$ cat src/rtl/assert_macros.svh
// ---------------------------------------------------------------------------
// Assertion macros
// Clocked assertion helpers shared by the RTL; ASSERT_OFF removes them.
// ---------------------------------------------------------------------------
`ifndef ASSERT_MACROS_SVH
`define ASSERT_MACROS_SVH

`ifndef ASSERT_OFF

`define ASSERT_CLK(label, clk, rst, prop) \
   label: assert property (@(posedge clk) disable iff (rst) prop) \
      else $error("assertion failed");

`define ASSERT_NEVER(label, clk, rst, expr) \
   `ASSERT_CLK(label, clk, rst, !(expr))

`else

`define ASSERT_CLK(label, clk, rst, prop)
`define ASSERT_NEVER(label, clk, rst, expr)

`endif

`endif

$ cat src/rtl/dsrm_pkg.sv
// ---------------------------------------------------------------------------
// Dot-star matcher package
// Pattern constants, register indexes and the structs that reach each cell.
// ---------------------------------------------------------------------------
`timescale 1ns / 1ps
`default_nettype none

package dsrm_pkg;

   localparam int PAT_CHARS = 16;

   localparam logic [7:0] CHAR_ANY  = 8'h2E;
   localparam logic [7:0] CHAR_STAR = 8'h2A;

   localparam logic [1:0] CSR_CHARS_LOW  = 2'd0;
   localparam logic [1:0] CSR_CHARS_HIGH = 2'd1;
   localparam logic [1:0] CSR_LENGTH     = 2'd2;

   typedef struct packed {
      logic [7:0] pchar;
      logic       starred;
      logic       below_len;
      logic       in_range;
      logic       at_len;
   } cell_cfg_type;

   typedef struct packed {
      logic accept;
      logic char_valid;
      logic restart;
   } cell_step_type;

endpackage

`default_nettype wire

$ cat src/rtl/dot_star_regex_matcher.sv
// ---------------------------------------------------------------------------
// Dot-star regular expression matcher
// Whole-string match of a streamed text against a '.' and 'x*' pattern.
// ---------------------------------------------------------------------------
// The text enters on the req_ stream, one character per transfer, and every
// transfer yields exactly one rsp_ transfer that tells whether the text so
// far matches the whole pattern. req_tuser set means req_tdata holds a
// character; clear means an item without a character. req_tlast ends the
// text, and its result carries rsp_tlast; the next transfer starts a new text.
// The pattern and its length are to be written on the csr_ port only while
// idle; the block does not enforce this. A row of cells, one per pattern
// position, holds the active set; the star closure ripples along the row.
// One cell stage updates the set, a second closes it again for the answer,
// then the output register. The block takes one transfer per cycle unless
// the output stalls: when rsp_tready is low the output register holds and
// req_tready drops once the internal stage is also full. Reset clears the
// pattern and the length, empties the pipeline and leaves only position
// zero active.
// ---------------------------------------------------------------------------
`timescale 1ns / 1ps
`default_nettype none

`include "assert_macros.svh"

module dot_star_regex_matcher
   import dsrm_pkg::*;
#(
   parameter int PATTERN_LEN = 16
) (
   input  wire logic        clock,
   input  wire logic        reset,
   input  wire logic        csr_we,
   input  wire logic [1:0]  csr_addr,
   input  wire logic [63:0] csr_wdata,
   input  wire logic        req_tvalid,
   output logic             req_tready,
   input  wire logic [7:0]  req_tdata,   // [7:0] text_char
   input  wire logic        req_tuser,   // [0] char_valid
   input  wire logic        req_tlast,
   output logic             rsp_tvalid,
   input  wire logic        rsp_tready,
   output logic [7:0]       rsp_tdata,   // [0] full_match, [7:1] zero
   output logic             rsp_tlast
);

   localparam int LW = $clog2(PATTERN_LEN + 1);

   logic [63:0]         chars_low_ff;
   logic [63:0]         chars_high_ff;
   logic [4:0]          len_ff;
   logic [127:0]        pattern_chars;
   logic [LW-1:0]       eff_len;

   logic                mid_valid_ff, mid_valid_in;
   logic                mid_last_ff;
   logic                rsp_valid_ff, rsp_valid_in;
   logic                rsp_match_ff, rsp_last_ff;
   logic                advance, req_fire;
   cell_step_type       step;

   logic [PATTERN_LEN:0] carry_a, carry_b, adv, match_vec, active_vec, at_len_vec;

   always_ff @(posedge clock) begin
      if (reset) begin
         chars_low_ff  <= '0;
         chars_high_ff <= '0;
         len_ff        <= '0;
      end else if (csr_we) begin
         case (csr_addr)
            CSR_CHARS_LOW:  chars_low_ff  <= csr_wdata;
            CSR_CHARS_HIGH: chars_high_ff <= csr_wdata;
            CSR_LENGTH:     len_ff        <= csr_wdata[4:0];
            default:        ;
         endcase
      end
   end

   assign pattern_chars = {chars_high_ff, chars_low_ff};

   always_comb begin
      if (32'(len_ff) > PATTERN_LEN) begin
         eff_len = LW'(PATTERN_LEN);
      end else begin
         eff_len = LW'(len_ff);
      end
   end

   assign advance      = !rsp_valid_ff || rsp_tready;
   assign req_tready   = !mid_valid_ff || advance;
   assign req_fire     = req_tvalid && req_tready;
   assign mid_valid_in = req_fire ? 1'b1 : (advance ? 1'b0 : mid_valid_ff);
   assign rsp_valid_in = advance ? mid_valid_ff : rsp_valid_ff;

   assign step = '{accept: req_fire, char_valid: req_tuser, restart: req_tlast};

   for (genvar j = 0; j <= PATTERN_LEN; j++) begin : g_cell
      logic [7:0]   pc;
      logic         star_next;
      cell_cfg_type cell_cfg;

      if (j < PAT_CHARS) begin : g_char
         assign pc = pattern_chars[8*j +: 8];
      end else begin : g_nochar
         assign pc = '0;
      end

      if ((j + 1 < PAT_CHARS) && (j < PATTERN_LEN)) begin : g_star
         assign star_next = (pattern_chars[8*(j+1) +: 8] == CHAR_STAR) &&
                            (LW'(j + 1) < eff_len);
      end else begin : g_nostar
         assign star_next = 1'b0;
      end

      assign at_len_vec[j] = (eff_len == LW'(j));
      assign cell_cfg = '{pchar: pc, starred: star_next,
                          below_len: (LW'(j) < eff_len),
                          in_range: (LW'(j) <= eff_len),
                          at_len: at_len_vec[j]};

      dsrm_cell #(
         .ORIGIN (j == 0)
      ) u_cell (
         .clock       (clock),
         .reset       (reset),
         .cfg         (cell_cfg),
         .step        (step),
         .text_char   (req_tdata),
         .carry_a_in  ((j >= 2) ? carry_a[(j >= 2) ? j - 2 : 0] : 1'b0),
         .carry_b_in  ((j >= 2) ? carry_b[(j >= 2) ? j - 2 : 0] : 1'b0),
         .adv_in      ((j >= 1) ? adv[(j >= 1) ? j - 1 : 0] : 1'b0),
         .carry_a_out (carry_a[j]),
         .carry_b_out (carry_b[j]),
         .adv_out     (adv[j]),
         .match_out   (match_vec[j]),
         .state_out   (active_vec[j])
      );
   end

   always_ff @(posedge clock) begin
      if (reset) begin
         mid_valid_ff <= 1'b0;
         rsp_valid_ff <= 1'b0;
      end else begin
         mid_valid_ff <= mid_valid_in;
         rsp_valid_ff <= rsp_valid_in;
      end
   end

   always_ff @(posedge clock) begin
      if (req_fire) begin
         mid_last_ff <= req_tlast;
      end
      if (advance) begin
         rsp_match_ff <= |match_vec;
         rsp_last_ff  <= mid_last_ff;
      end
   end

   assign rsp_tvalid = rsp_valid_ff;
   assign rsp_tdata  = {7'd0, rsp_match_ff};
   assign rsp_tlast  = rsp_last_ff;

   `ASSERT_CLK(a_fire_fills_mid, clock, reset, req_fire |=> mid_valid_ff)
   `ASSERT_CLK(a_end_restarts, clock, reset,
      (req_fire && req_tlast) |=> (active_vec == (PATTERN_LEN+1)'(1)))
   `ASSERT_CLK(a_empty_item_holds, clock, reset,
      (req_fire && !req_tuser && !req_tlast) |=> $stable(active_vec))
   `ASSERT_CLK(a_one_length_cell, clock, reset, $onehot(at_len_vec))

endmodule

`default_nettype wire

$ cat src/rtl/dsrm_cell.sv
// ---------------------------------------------------------------------------
// Dot-star matcher cell
// Holds one pattern position of the active set and of the internal stage.
// ---------------------------------------------------------------------------
`timescale 1ns / 1ps
`default_nettype none

module dsrm_cell
   import dsrm_pkg::*;
#(
   parameter bit ORIGIN = 1'b0
) (
   input  wire logic          clock,
   input  wire logic          reset,
   input  wire cell_cfg_type  cfg,
   input  wire cell_step_type step,
   input  wire logic [7:0]    text_char,
   input  wire logic          carry_a_in,
   input  wire logic          carry_b_in,
   input  wire logic          adv_in,
   output logic               carry_a_out,
   output logic               carry_b_out,
   output logic               adv_out,
   output logic               match_out,
   output logic               state_out
);

   logic active_ff, active_in;
   logic post_ff, post_in;
   logic closed_a, closed_b, hit, next_pos;

   always_comb begin
      closed_a    = (active_ff & cfg.in_range) | carry_a_in;
      carry_a_out = closed_a & cfg.starred;
      hit         = cfg.below_len & ((cfg.pchar == CHAR_ANY) || (cfg.pchar == text_char));
      adv_out     = closed_a & hit & ~cfg.starred;
      next_pos    = (closed_a & hit & cfg.starred) | adv_in;
      post_in     = step.char_valid ? next_pos : active_ff;
      active_in   = step.restart ? ORIGIN : post_in;

      closed_b    = (post_ff & cfg.in_range) | carry_b_in;
      carry_b_out = closed_b & cfg.starred;
      match_out   = closed_b & cfg.at_len;
      state_out   = active_ff;
   end

   always_ff @(posedge clock) begin
      if (reset) begin
         active_ff <= ORIGIN;
      end else if (step.accept) begin
         active_ff <= active_in;
      end
   end

   always_ff @(posedge clock) begin
      if (step.accept) begin
         post_ff <= post_in;
      end
   end

endmodule

`default_nettype wire

$ cat config.mk
export PLATFORM = sky130hd
export DESIGN_NAME = dot_star_regex_matcher
export DESIGN_NICKNAME = d
export VERILOG_FILES = /design/src/rtl/dsrm_pkg.sv /design/src/rtl/dot_star_regex_matcher.sv /design/src/rtl/dsrm_cell.sv
export VERILOG_INCLUDE_DIRS = /design/src /design/src/rtl
export SDC_FILE = /design/constraint.sdc
export NUM_CORES = 1
export LEC_CHECK = 0
export BUFFER_PORTS_ARGS = -buffer_cell sky130_fd_sc_hd__buf_2
export CAP_MARGIN = 30
export CELL_PAD_IN_SITES_DETAIL_PLACEMENT = 1
export CELL_PAD_IN_SITES_GLOBAL_PLACEMENT = 1
export CORE_UTILIZATION = 49
export CTS_BUF_LIST = sky130_fd_sc_hd__clkbuf_4 sky130_fd_sc_hd__clkbuf_8
export DETAILED_ROUTE_END_ITERATION = 7
export GPL_TIMING_DRIVEN = 0
export PLACE_DENSITY = 0.95
export SYNTH_ARGS = -nofsm -noshare
export SYNTH_HDL_FRONTEND = slang
export SYNTH_SLANG_ARGS = --single-unit
$ cat constraint.sdc
create_clock -name clock -period 4.4 [get_ports clock]
set_input_delay 0.88 -clock clock [delete_from_list [all_inputs] [get_ports clock]]
set_output_delay 0.88 -clock clock [all_outputs]
set_load 0.01 [all_outputs]
======== After elaboration in Yosys (flattened, before gate mapping) ========
Cells that the tools add are included.
storage, ports and cells
  register bits ........................... 172
  input bits .............................. 81
operators by class
  bitwise logic cells ..................... 199
  equality and inequality tests ........... 65
  reduce and logical (&&, ||, !) cells .... 43
  muxes and demuxes ....................... 37
  magnitude comparators ................... 34
operator list
  operator                                                                          number
  8-bit by 6-bit equality test with 1-bit output (second input constant)            31
  1-bit bitwise AND                                                                 141
  8-bit equality test                                                               16
  1-bit OR                                                                          43
  5-bit by 4-bit equality test with 1-bit output (second input constant)            8
  4-bit by 5-bit less-or-equal comparator with 1-bit output (first input constant)  8
  4-bit by 5-bit less-than comparator with 1-bit output (first input constant)      8
  1-bit two-way mux                                                                 36
  5-bit by 3-bit equality test with 1-bit output (second input constant)            4
  3-bit by 5-bit less-or-equal comparator with 1-bit output (first input constant)  4
  3-bit by 5-bit less-than comparator with 1-bit output (first input constant)      4
  1-bit logical OR                                                                  18
  17-bit OR reduction                                                               1
  1-bit logical AND                                                                 16
  1-bit inverter                                                                    15
  5-bit by 2-bit equality test with 1-bit output (second input constant)            2
  1-bit by 5-bit less-or-equal comparator with 1-bit output (first input constant)  2
  2-bit by 5-bit less-or-equal comparator with 1-bit output (first input constant)  2
  1-bit by 5-bit less-than comparator with 1-bit output (first input constant)      2
  2-bit by 5-bit less-than comparator with 1-bit output (first input constant)      2
  2-bit AND reduction                                                               3
  5-bit by 1-bit equality test with 1-bit output (second input constant)            1
  5-bit equality test (second input constant)                                       1
  5-bit > comparator (second input constant)                                        1
  8 further kinds                                                                   9

======== Depth between registers and ports, before layout ========
  depth in word-level cells ............... 23
  gate-level depth with buffers ........... 9

======== Modules after synthesis ========
From an unflattened synthesis, not the netlist that was laid out.
second synthesis, totals
  cells, all modules ...................... 1319
  area, all modules ....................... 10271.1 um2
by module, submodules not included
  module                              cells each  area an instance (um2)  instances
  dot_star_regex_matcher              727         5635.4                  1
  dsrm_cell at g_cell[10].u_cell ...  35          272.8                   16
  dsrm_cell at g_cell[0].u_cell       32          271.5                   1

======== Worst setup path before layout ========
OpenSTA, ideal clock, no wires.
  path type ............................... input -> register
  start point ............................. input port req_tdata[3]
  end point ............................... register g_cell[7].u_cell.post_ff (data pin)
  stages on the path ...................... 8
  required time ........................... 4.140 ns
  path slack .............................. 1.816 ns
  data arrival time ....................... 2.324 ns
  path buffers ............................ 2
  cells stage by stage .................... buf_2 buf_1 xor2_1 nor4_1 a22oi_1 nor3_1 o2bb2ai_1 mux2_2
on the way
  word-level cells in the longest chain between the ends .. 7
  elaborated cells between the ends (all ways) .. 12
  classes of those cells .................. eq/ne: 2; mux: 1; bitwise: 7; reduce/logical: 2
ends and longest elaborated chain
  element                                             RTL line                          RTL
  start: declaration                                  dot_star_regex_matcher.sv:37      input wire logic [7:0] req_tdata,
  8-bit equality test                                 dsrm_cell.sv:35                   hit = cfg.below_len & ((cfg.pchar == CHAR_ANY) || (cfg.pchar == text_char));
  1-bit logical OR                                    dsrm_cell.sv:35
  1-bit bitwise AND                                   dsrm_cell.sv:35
  1-bit bitwise AND (on tied branches) (2 in series)  dsrm_cell.sv:37, dsrm_cell.sv:36
  1-bit OR *                                          dsrm_cell.sv:37                   next_pos = (closed_a & hit & cfg.starred) | adv_in;
  1-bit two-way mux *                                 dsrm_cell.sv:38                   post_in = step.char_valid ? next_pos : active_ff;
  via g_cell[7].u_cell.post_in                        dsrm_cell.sv:29                   logic post_ff, post_in;
  end signal: assignment                              dsrm_cell.sv:57                   post_ff <= post_in;
  end: declaration                                    dsrm_cell.sv:29
Mark *: on every way through the listed nets, which the timed path passes. The rest lies on a longest branch.
A chain may end at the register's enable or synchronous reset.

======== Worst setup path in the final report ========
  start point ............................. register len_ff[2]
  end point ............................... register g_cell[16].u_cell.active_ff
on the way
  word-level cells in the longest chain between the ends .. 21
  elaborated cells between the ends (all ways) .. 51
  classes of those cells .................. order compare: 17; mux: 3; bitwise: 24; reduce/logical: 7
ends and longest elaborated chain
  element                                                                                                                                    RTL line                                                      RTL
  start: declaration                                                                                                                         dot_star_regex_matcher.sv:50                                  logic [4:0] len_ff;
  start signal: assignment                                                                                                                   dot_star_regex_matcher.sv:72                                  CSR_LENGTH: len_ff <= csr_wdata[4:0];
  5-bit > comparator                                                                                                                         dot_star_regex_matcher.sv:81                                  if (32'(len_ff) > PATTERN_LEN) begin
  5-bit two-way mux *                                                                                                                        dot_star_regex_matcher.sv:81
  1-bit by 5-bit less-or-equal comparator with 1-bit output / 2-bit by 5-bit less-than comparator with 1-bit output (equally long branches)  dot_star_regex_matcher.sv:117, dot_star_regex_matcher.sv:109
  1-bit bitwise AND / 1-bit logical AND (equally long branches)                                                                              dsrm_cell.sv:33, dot_star_regex_matcher.sv:108
  1-bit bitwise AND                                                                                                                          dsrm_cell.sv:34                                               carry_a_out = closed_a & cfg.starred;
  1-bit OR                                                                                                                                   dsrm_cell.sv:33                                               closed_a = (active_ff & cfg.in_range) | carry_a_in;
  1-bit bitwise AND                                                                                                                          dsrm_cell.sv:34
  1-bit OR                                                                                                                                   dsrm_cell.sv:33
  [... 5 more ...]                                                                                                                           --
  1-bit OR                                                                                                                                   dsrm_cell.sv:33
  1-bit bitwise AND                                                                                                                          dsrm_cell.sv:34
  1-bit OR                                                                                                                                   dsrm_cell.sv:33
  1-bit bitwise AND                                                                                                                          dsrm_cell.sv:34
  1-bit OR                                                                                                                                   dsrm_cell.sv:33
  1-bit bitwise AND *                                                                                                                        dsrm_cell.sv:36                                               adv_out = closed_a & hit & ~cfg.starred;
  1-bit two-way mux *                                                                                                                        dsrm_cell.sv:38
  1-bit two-way mux *                                                                                                                        dsrm_cell.sv:39                                               active_in = step.restart ? ORIGIN : post_in;
  end signal: assignment                                                                                                                     dsrm_cell.sv:51                                               active_ff <= active_in;
  end: declaration                                                                                                                           dsrm_cell.sv:28                                               logic active_ff, active_in;
Mark *: on every way between the ends. The rest lies on a longest branch, timed or not.

==> flow_metrics.env <==
export IMPL_grt_total_usage_pct=37.7
export IMPL_cellLeakagePower_uw=0.00354
export IMPL_start_util_pct=50.7
export IMPL_layout_filler_cells=2301
export IMPL_grt_max_degree=21
export IMPL_r2r_cells=9
export IMPL_num_vias=9853
export IMPL_seq_area_um2=3640
export IMPL_ctsResizeCount=0
export IMPL_synthArstFlopShare_pct=0
export IMPL_cp_end_kind="flop"
export IMPL_grt_overflow_total=0
export IMPL_vias_per_cell=6.51
export IMPL_ys_seq_area_share_pct=39.5
export IMPL_slew_headroom_pct=31.0
export IMPL_clk_latency_ns=0.51
export IMPL_tightest_slew_ns=1.02
export IMPL_critical_path_required_ns=4.82
export IMPL_drtIter0Drc=966
export IMPL_ctsLongestPathBuffers=2
export IMPL_drt_wirelength_per_cell_um=24.0
export IMPL_grt_pass1_wl_um=56000
export IMPL_drive_gt1_share_pct=11.4
export IMPL_synth_largest_area_cell="dfxtp_1"
export IMPL_cts_buffers=17
export IMPL_cts_clk_slew_worst_paths_ns=0.10
export IMPL_ctsHoldBuffers=0
export IMPL_syn_avg_cell_area_um2=7.89
export IMPL_hold_viol_final=0
export IMPL_final_instance_count_excl_fill=1514
export IMPL_synth_area_leaders="dfxtp_1, nand2_1, a21oi_1, xnor2_1, edfxtp_1"
export IMPL_place_congestion=0.953
export IMPL_drv_cap=0
export IMPL_finalSetupTns_ns=0
export IMPL_grt_pass1_vias=10200
export IMPL_rows=49
export IMPL_synth_edf_count=20
export IMPL_crit_arrival_ns=3.68
export IMPL_status="complete, no violations"
export IMPL_powerDensity_nw_per_um2=322
export IMPL_rsz0062_at_grt="false"
export IMPL_power_uw=3320
export IMPL_clockRootBuffer="clkbuf_8"
export IMPL_antenna_found_initial=0
export IMPL_syn_inst=1170
export IMPL_max_clock_freq_mhz=307
export IMPL_synth_top_cell_area_share_pct=33.0
export IMPL_dpl_cell_count=1481
export IMPL_routed_wl_um=36300
export IMPL_die_x_um=139
export IMPL_post_cts_buffers=0
export IMPL_synthTopCellsByCount="nand2_1, a21oi_1, dfxtp_1"
export IMPL_hpwl_um=25500
export IMPL_ys_seq_elements=172
export IMPL_multi_input_area_um2=5160
export IMPL_hp_class="reg -> reg"
export IMPL_cp_max_fo=10
export IMPL_min_path_cells=0
export IMPL_synth_cell_type_count=70
export IMPL_synth_warnings=0
export IMPL_syn_to_final_growth_pct=11.8
export IMPL_drt_pass1_iter_count=7
export IMPL_ir_drop_mv=0.231
export IMPL_die_h_um=139
export IMPL_cts_tree="built"
export IMPL_nNetsFinal=1353
export IMPL_setup_slack_ns=1.14
export IMPL_cts_sinks=172
export IMPL_antennaDiodeCount=0
export IMPL_pin_count=92
export IMPL_synth_flop_cell="dfxtp_1"
export IMPL_core_area_um2=18200
export IMPL_synth_most_common_cell="nand2_1"
export IMPL_setup_violations_final=0
export IMPL_crit_type="reg -> reg"
export IMPL_fin_crit_sh_pct=74.1
export IMPL_dp_slack_ns=0.800
export IMPL_h_tree_depth=4
export IMPL_antenna_left=0
export IMPL_startpoint_type="flop"
export IMPL_die_area_um2=19400
export IMPL_clock_skew_ns=0.0276
export IMPL_period_needed_ns=3.26
export IMPL_slew_violations=0
export IMPL_io_buffers=74
export IMPL_drc_errors=0
export IMPL_synth_area_um2=9230
==> placed cells by master (no fill, tap or decap), types with 4 or more instances in the layout <==
cell type  instances
buf_4              8
xnor2_1           86
inv_8              4
o22ai_1            5
a21oi_1          155
a31oi_1           14
nand4_1           28
nor4_1            18
clkbuf_8          17
mux2i_1            7
inv_6              5
nand4b_1           8
buf_2             85
nor4b_1           13
dfxtp_1          152
and3b_1            6
or2_2              4
inv_1             21
conb_1             7
xor2_1            41
clkbuf_1          54
nand3_1           18
o21ai_0           36
nand2_1          286
buf_1              9
nor3_1            16
nand2b_1           6
edfxtp_1          20
a22oi_1           12
nand3b_1          10
a32o_1             4
o211ai_1           9
nor2_1            38
nor2b_1            5
==> metrics by stage <==
stage                     hold WS (ns)  cell area, um^2  util [%]
after detailed placement         0.440             9930      54.5
after CTS                        0.459            10300      56.7
final                            0.452            10300      56.7
after global placement           0.406             9910      54.4
after global routing             0.468            10300      56.7
after floorplan                  0.400             9250         -
==> routing by layer <==
layer / up-vias / wire length (um) / GRT usage [%]
met5: - / 0 / 0
met4: 0 / 2420 / 25.8
met3: 199 / 3370 / 9.77
met2: 602 / 16500 / 59.9
met1: 4789 / 14000 / 44.9
li1: 4263 / - / -
==> state kept, by name, indices dropped and copies added, names as in the netlist <==
| register | flops |
|---|---|
| mid_last_ff | 1 |
| len_ff | 5 |
| g_cell.u_cell.post_ff | 17 |
| rsp_tlast | 1 |
| mid_valid_ff | 1 |
| rsp_match_ff | 1 |
| chars_low_ff | 64 |
| rsp_tvalid | 1 |
| chars_high_ff | 64 |
| g_cell.u_cell.state_out | 17 |
==> worst max-delay path, stage by stage (launching register included) <==
cell	delay, ns
dfxtp_1	0.33
buf_6	0.14
clkbuf_1	0.43
nand2_1	0.15
o21bai_1	0.48
nor3b_1	0.57
o21ai_0	0.31
a31oi_1	0.45
o211ai_1	0.14
a21oi_1	0.18
==> kinds of logic after synthesis <==
| family | count (synthesis) | synth area share (%) |
|---|---|---|
| AOI/OAI and AO/OA | 274 | 17.5 |
| xor gates and xnor gates | 127 | 12.1 |
| buffers and inverters | 105 | 4.89 |
| DFF | 172 | 39.5 |
| muxes | 8 | 0.881 |
| other | 1 | 0.0406 |
| and+or+nand+nor | 483 | 25.1 |
==> worst paths after layout <==
kind                    start  slack (ns)                          end
setup / recovery    len_ff[2]        1.14  g_cell[16].u_cell.state_out
hold / removal    mid_last_ff        0.45                    rsp_tlast
setup reg to reg    len_ff[2]        1.14  g_cell[16].u_cell.state_out
hold reg to reg   mid_last_ff        0.45                    rsp_tlast
==> area by class of cell <==
class,instances,share of cell area (%)
well taps,229,2.78
flip-flops and latches,172,35.3
inverters,22,0.800
repair buffers,77,3.83
clock buffers,18,2.34
multi-input cells,899,50.0
clock inverters,14,1.43
plain buffers,83,3.58
==> report_power, final <==
group	switching [uW]	internal (uW)	total, uW	leakage (uW)
registers	56.4	1640	1700	0.00144
logic	289	158	447	0.00190
clock network	702	477	1180	0.000196
Note: power is estimated with default switching activity, not from simulation.
